### config.mk
export PLATFORM = sky130hd
export DESIGN_NAME = sesb_ctrl
export DESIGN_NICKNAME = d
export VERILOG_FILES = /design/src/sesb_pkg.sv /design/src/sesb_ctrl.sv
export SDC_FILE = /design/constraint.sdc
export NUM_CORES = 1
export LEC_CHECK = 0
export BUFFER_PORTS_ARGS = -buffer_cell sky130_fd_sc_hd__clkbuf_2
export CORE_MARGIN = 2
export CORE_UTILIZATION = 55
export DETAILED_ROUTE_END_ITERATION = 12
export PLACE_DENSITY = 0.78
export SYNTH_ARGS = -nofsm -noshare
export SYNTH_HDL_FRONTEND = slang
export SYNTH_SLANG_ARGS = --single-unit
export TNS_END_PERCENT = 5
### constraint.sdc
create_clock -name clk -period 6.5 [get_ports clk]
set_clock_uncertainty 0.2 [all_clocks]
set_input_delay 1.3 -clock clk [delete_from_list [all_inputs] [get_ports clk]]
set_output_delay 1.3 -clock clk [all_outputs]
set_load 0.01 [all_outputs]
### src/sesb_pkg.sv
// Types and codes shared by the sorted edge schedule builder.
// No dependencies; compile first.
package sesb_pkg;

  typedef enum logic [1:0] {
    OP_ADD   = 2'd0,
    OP_START = 2'd1,
    OP_STOP  = 2'd2,
    OP_READ  = 2'd3
  } op_t;

  typedef enum logic [1:0] {
    ST_OK     = 2'd0,
    ST_MERGED = 2'd1,
    ST_FULL   = 2'd2,
    ST_BADCH  = 2'd3
  } status_t;

  localparam int HALF_SHIFT = 16;

  typedef struct packed {
    logic [1:0]  opcode;
    logic [3:0]  channel;
    logic        edge_is_odd;
    logic [31:0] edge_time;
    logic [5:0]  read_index;
  } in_item_t;

  typedef struct packed {
    logic [1:0]  status;
    logic [6:0]  entry_count;
    logic [31:0] entry_time;
    logic [31:0] entry_pins;
    logic        times_rotated;
  } out_item_t;

  typedef enum logic [4:0] {
    CMD_NONE, CMD_LOAD, CMD_PREP, CMD_SCAN_RD, CMD_NEXT, CMD_MERGE,
    CMD_SH_INIT, CMD_APPEND_INIT, CMD_SH_RD, CMD_SH_WR, CMD_INSERT,
    CMD_START, CMD_STOP, CMD_ROT_RD0, CMD_ROT_SAVE, CMD_ROT_RD,
    CMD_ROT_WR, CMD_ROT_LAST, CMD_RD_ENTRY, CMD_RD_CAP, CMD_FIN
  } dp_op_t;

  typedef struct packed {
    dp_op_t  op;
    status_t status;
  } dp_cmd_t;

  typedef struct packed {
    op_t  opcode;
    logic bad_ch;
    logic empty;
    logic full;
    logic eq;
    logic gt;
    logic last;
    logic at_pos;
    logic rot_go;
    logic out_free;
  } dp_stat_t;

endpackage

### src/sesb_ctrl.sv
// Sequencer for the schedule builder: steps the datapath through search,
// shift, rotate and read. Uses sesb_pkg command and status types.
module sesb_ctrl (
  input  logic              clk,
  input  logic              rst_n,
  input  logic              in_valid,
  output logic              in_ready,
  input  sesb_pkg::dp_stat_t stat,
  output sesb_pkg::dp_cmd_t  cmd
);
  import sesb_pkg::*;

  typedef enum logic [12:0] {
    S_IDLE     = 13'h0001,
    S_DISP     = 13'h0002,
    S_CHECK    = 13'h0004,
    S_SCAN_RD  = 13'h0008,
    S_SCAN_CHK = 13'h0010,
    S_SH_CHK   = 13'h0020,
    S_SH_WR    = 13'h0040,
    S_ROT_CHK  = 13'h0080,
    S_ROT_SAVE = 13'h0100,
    S_ROT_LOOP = 13'h0200,
    S_ROT_WR   = 13'h0400,
    S_RD_CAP   = 13'h0800,
    S_FIN      = 13'h1000
  } state_t;

  state_t  state_r, state_nxt;
  status_t st_r, st_nxt;
  dp_op_t  op;

  always_comb begin
    state_nxt = state_r;
    st_nxt    = st_r;
    op        = CMD_NONE;
    in_ready  = 1'b0;
    case (state_r)
      S_IDLE: begin
        in_ready = 1'b1;
        if (in_valid) begin
          op        = CMD_LOAD;
          state_nxt = S_DISP;
        end
      end
      S_DISP: begin
        st_nxt = ST_OK;
        case (stat.opcode)
          OP_ADD: begin
            op = CMD_PREP; state_nxt = S_CHECK;
          end
          OP_START: begin
            op = CMD_START; state_nxt = S_ROT_CHK;
          end
          OP_STOP: begin
            op = CMD_STOP; state_nxt = S_FIN;
          end
          default: begin
            op = CMD_RD_ENTRY; state_nxt = S_RD_CAP;
          end
        endcase
      end
      S_CHECK: begin
        if (stat.bad_ch) begin
          st_nxt = ST_BADCH; state_nxt = S_FIN;
        end else if (stat.empty) begin
          op = CMD_APPEND_INIT; state_nxt = S_SH_CHK;
        end else begin
          op = CMD_SCAN_RD; state_nxt = S_SCAN_CHK;
        end
      end
      S_SCAN_RD: begin
        op = CMD_SCAN_RD; state_nxt = S_SCAN_CHK;
      end
      S_SCAN_CHK: begin
        if (stat.eq) begin
          op = CMD_MERGE; st_nxt = ST_MERGED; state_nxt = S_FIN;
        end else if (stat.gt || stat.last) begin
          if (stat.full) begin
            st_nxt = ST_FULL; state_nxt = S_FIN;
          end else begin
            // insert before the larger entry, or after the last one
            op = stat.gt ? CMD_SH_INIT : CMD_APPEND_INIT;
            state_nxt = S_SH_CHK;
          end
        end else begin
          op = CMD_NEXT; state_nxt = S_SCAN_RD;
        end
      end
      S_SH_CHK: begin
        if (stat.at_pos) begin
          op = CMD_INSERT; state_nxt = S_FIN;
        end else begin
          op = CMD_SH_RD; state_nxt = S_SH_WR;
        end
      end
      S_SH_WR: begin
        op = CMD_SH_WR; state_nxt = S_SH_CHK;
      end
      S_ROT_CHK: begin
        if (stat.rot_go) begin
          op = CMD_ROT_RD0; state_nxt = S_ROT_SAVE;
        end else begin
          state_nxt = S_FIN;
        end
      end
      S_ROT_SAVE: begin
        op = CMD_ROT_SAVE; state_nxt = S_ROT_LOOP;
      end
      S_ROT_LOOP: begin
        if (stat.last) begin
          op = CMD_ROT_LAST; state_nxt = S_FIN;
        end else begin
          op = CMD_ROT_RD; state_nxt = S_ROT_WR;
        end
      end
      S_ROT_WR: begin
        op = CMD_ROT_WR; state_nxt = S_ROT_LOOP;
      end
      S_RD_CAP: begin
        op = CMD_RD_CAP; state_nxt = S_FIN;
      end
      S_FIN: begin
        if (stat.out_free) begin
          op = CMD_FIN; state_nxt = S_IDLE;
        end
      end
      default: state_nxt = S_IDLE;
    endcase
  end

  assign cmd.op     = op;
  assign cmd.status = st_r;

  always_ff @(posedge clk) begin
    if (!rst_n) begin
      state_r <= S_IDLE;
      st_r    <= ST_OK;
    end else begin
      state_r <= state_nxt;
      st_r    <= st_nxt;
    end
  end

endmodule

==> summary.md <==
| Metric | Value |
|---|---|
| Run status | `finished, final reports clean` |
| Yosys top cell area share | `22.7%` |
| Via count | `1450` |
| CP startpoint kind | `flip-flop` |
| CTS sink cnt | `15` |
| Syn Inst Count | `172` |
| CP Depth | `6` |
| Worst IR Drop VDD | `0.000121 V` |
| WL met1 | `1.44 mm` |
| R2R depth | `5` |
| Post-synth EDFFs | `0` |
| Drt first pass iters | `7` |
| Placer Congestion | `1.03` |
| Port buffer count | `21` |
| Setup_tns | `0 ns` |
| Met3 wire length | `375 um` |
| Sequential-to-total area share from yosys stat | `22.7%` |
| Detailed Place HPWL | `2.78 mm` |
| Row Count | `17` |
| Multiplexer share of the synthesized area | `0%` |
| Adder-cell area share of the yosys netlist | `4.72%` |
| Total grt overflow | `0` |
| Filler Cell Count | `219` |
| Post-route ant nets | `0` |
| Cts bufs inserted | `3` |
| Crit path time final | `4.08 ns` |
| WP data arrival | `2.58 ns` |
| Pwr dens | `142 nW/um^2` |
| Clk root buf | `clkbuf_4` |
| Die H | `53.1 um` |
| Simple logic cell fraction of the synthesized area | `47.3%` |
| Crit-path cells | `nor3_2, nand4_2, or4b_1, and3_1, nand4_1, clkbuf_2` |
| GRT Util Overall | `29.0%` |
| Hold/Removal Path Class | `flip-flop to flip-flop` |
| H-tree depth | `1` |
| CTS tree | `done` |
| Pin count of the biggest net entering global routing | `13` |
| Clock Pin Slew Worst Setup and Hold Paths | `0.10 ns` |
| Clock Path Buffers | `2` |
| Synth Register Bits | `15` |
| Routed WL | `3.65 mm` |
| Width of the die | `53.1 um` |
| Initial antenna violation count | `0` |
| CP max stage delay | `0.58 ns` |
| Post-synth top cells | `nor2_1 (19), dfxtp_1 (15), nand2_1 (12)` |
| Vias per cell | `6.84` |
| CP Data Required Time | `5.00 ns` |
| Clock Latency Late Sink | `0.30 ns` |
| Slew HR | `60.1%` |
| Combinational family with the most area after synthesis | `simple AND/OR/NAND/NOR gates` |
| Netlist cell types | `47` |
| Setup crit end kind | `primary output` |
| Avg Cell Area, Syn | `7.70 um^2` |
| Synth Area in XOR/XNOR | `2.64%` |
| PostCTS Resize Cnt | `0` |
| Area contributors post-synth | `dfxtp_1 (23%), nor2_1 (5.4%), ha_1 (4.7%)` |
| CP Class | `flip-flop to primary output` |
| Top sig layer | `met4` |
| Postcts setup bufs | `0` |
| I/O pin count | `22` |
| Final hold viol count | `0` |
| DRC | `0` |
| Max_cap viols | `0` |
| CP delay by family, top | `simple AND/OR/NAND/NOR gates` |
| Count leader, synth | `nor2_1` |
| First DRT Iteration DRCs | `66` |
| P_leak | `0.637 nW` |
| Core region area | `2250 um^2` |
| Initial Utilization | `58.8%` |
| Tcrit/Tclk final | `62.7%` |
| Synth-to-layout area growth | `7.55%` |
| Crit path buf inv count | `1` |
| Pre-CTS WS | `2.53 ns` |
| Mean routed wirelength per cell | `17.2 um` |
| RSZ-0062 raised after global routing | `false` |
| Met2 wire len | `1.69 mm` |
| FFs w/ async S/R, synth | `0%` |
| Final net count | `204` |
| Die area | `2820 um^2` |
| Worst setup margin | `2.42 ns` |
| Ys flop type | `dfxtp_1` |
| Slowest stage cell, crit path | `nor3_2` |
| Antenna diodes | `0` |
| Synth warnings | `0` |
| Layout cells sized above 1 | `20.7%` |
| Depth of the worst hold-timing path | `1` |
| Setup Viol. Count Final | `0` |
| Worst Tran Pin Value | `0.595 ns` |
| First-pass GRT wire length | `5.96 mm` |
| Hold Buf Count CTS | `0` |
| Fmax achieved | `245 MHz` |
| Compound-gate portion of the synthesized area | `15.3%` |
| Syn nets | `191` |
| Final-report max-slew violation count | `0` |
| Vias in the first global route | `1288` |
| Area leader, netlist | `dfxtp_1` |
| Worst-path fanout max | `12` |
| Synthesized area | `1330 um^2` |
-- cells by family (layout without fill, tap and decap cells) --
logic type,count (synthesis),count (layout)
flops,15,15
xor+xnor,4,4
buf+inv,21,33
simple gates,97,97
fa+ha+maj,5,5
compound gates,30,30
-- metrics by stage --
step	hold WS (ns)	cell area [um^2]	total power, W	std cells	utilization [%]
6_report	0.282	1430	0.000202	212	63.2
3_3_place_gp	0.252	1400	0.000143	208	62.0
4_1_cts	0.282	1430	0.000201	212	63.2
2_1_floorplan	0.309	1330	0.000129	172	-
5_1_grt	0.314	1430	0.000212	212	63.2
3_5_place_dp	0.257	1400	0.000144	208	62.0
-- where the power goes --
group	leakage [nW]	internal (W)	total [W]	switching [W]
Sequential	0.121	0.0000939	0.0000985	0.00000463
Clock	0.0177	0.0000229	0.0000589	0.0000360
Combinational	0.498	0.0000194	0.0000448	0.0000254
Total	0.637	0.000136	0.000202	0.0000661
-- per-layer routing --
metal / track usage [%] / vias up
met5: 0 / -
met4: 11.5 / 0
met3: 6.50 / 25
met2: 48.3 / 102
met1: 35.7 / 657
li1: - / 666
-- registers in the layout, indices dropped and copies added (netlist names) --
register / count
state_r: 13
st_r: 2
-- area by class of cell --
cell class | count | area, um^2 | area share [%]
multi-input combinational | 136 | 927 | 65.1
sequential | 15 | 300 | 21.1
clock inverter | 1 | 5.00 | 0.351
tap | 28 | 35.0 | 2.46
inverter | 8 | 30.0 | 2.11
timing repair buffer | 21 | 105 | 7.37
clock buffer | 3 | 22.5 | 1.58
-- cells in the final DEF, fill, tap and decap left out, drive strengths merged, types with 5 or more instances in the layout --
master and count:
nor4b 8, o21ai 7, and3 6, nor4 7, nor3 5, ha 5, nand3 6, a21oi 9
dfxtp 15, nand4 9, nand2 12, nor2b 5, nor2 19, inv 8, clkbuf 24
-- worst paths after layout --
path                           startpoint              endpoint  slack (ns)
setup / recovery  state_r[8]$_SDFFE_PN0P_                cmd[2]        2.42
hold / removal       st_r[1]$_SDFFE_PN0P_  st_r[1]$_SDFFE_PN0P_        0.28
setup reg to reg  state_r[8]$_SDFFE_PN0P_  st_r[0]$_SDFFE_PN0P_        4.18
hold reg to reg      st_r[1]$_SDFFE_PN0P_  st_r[1]$_SDFFE_PN0P_        0.28
Power figures use the tool's default switching activity.
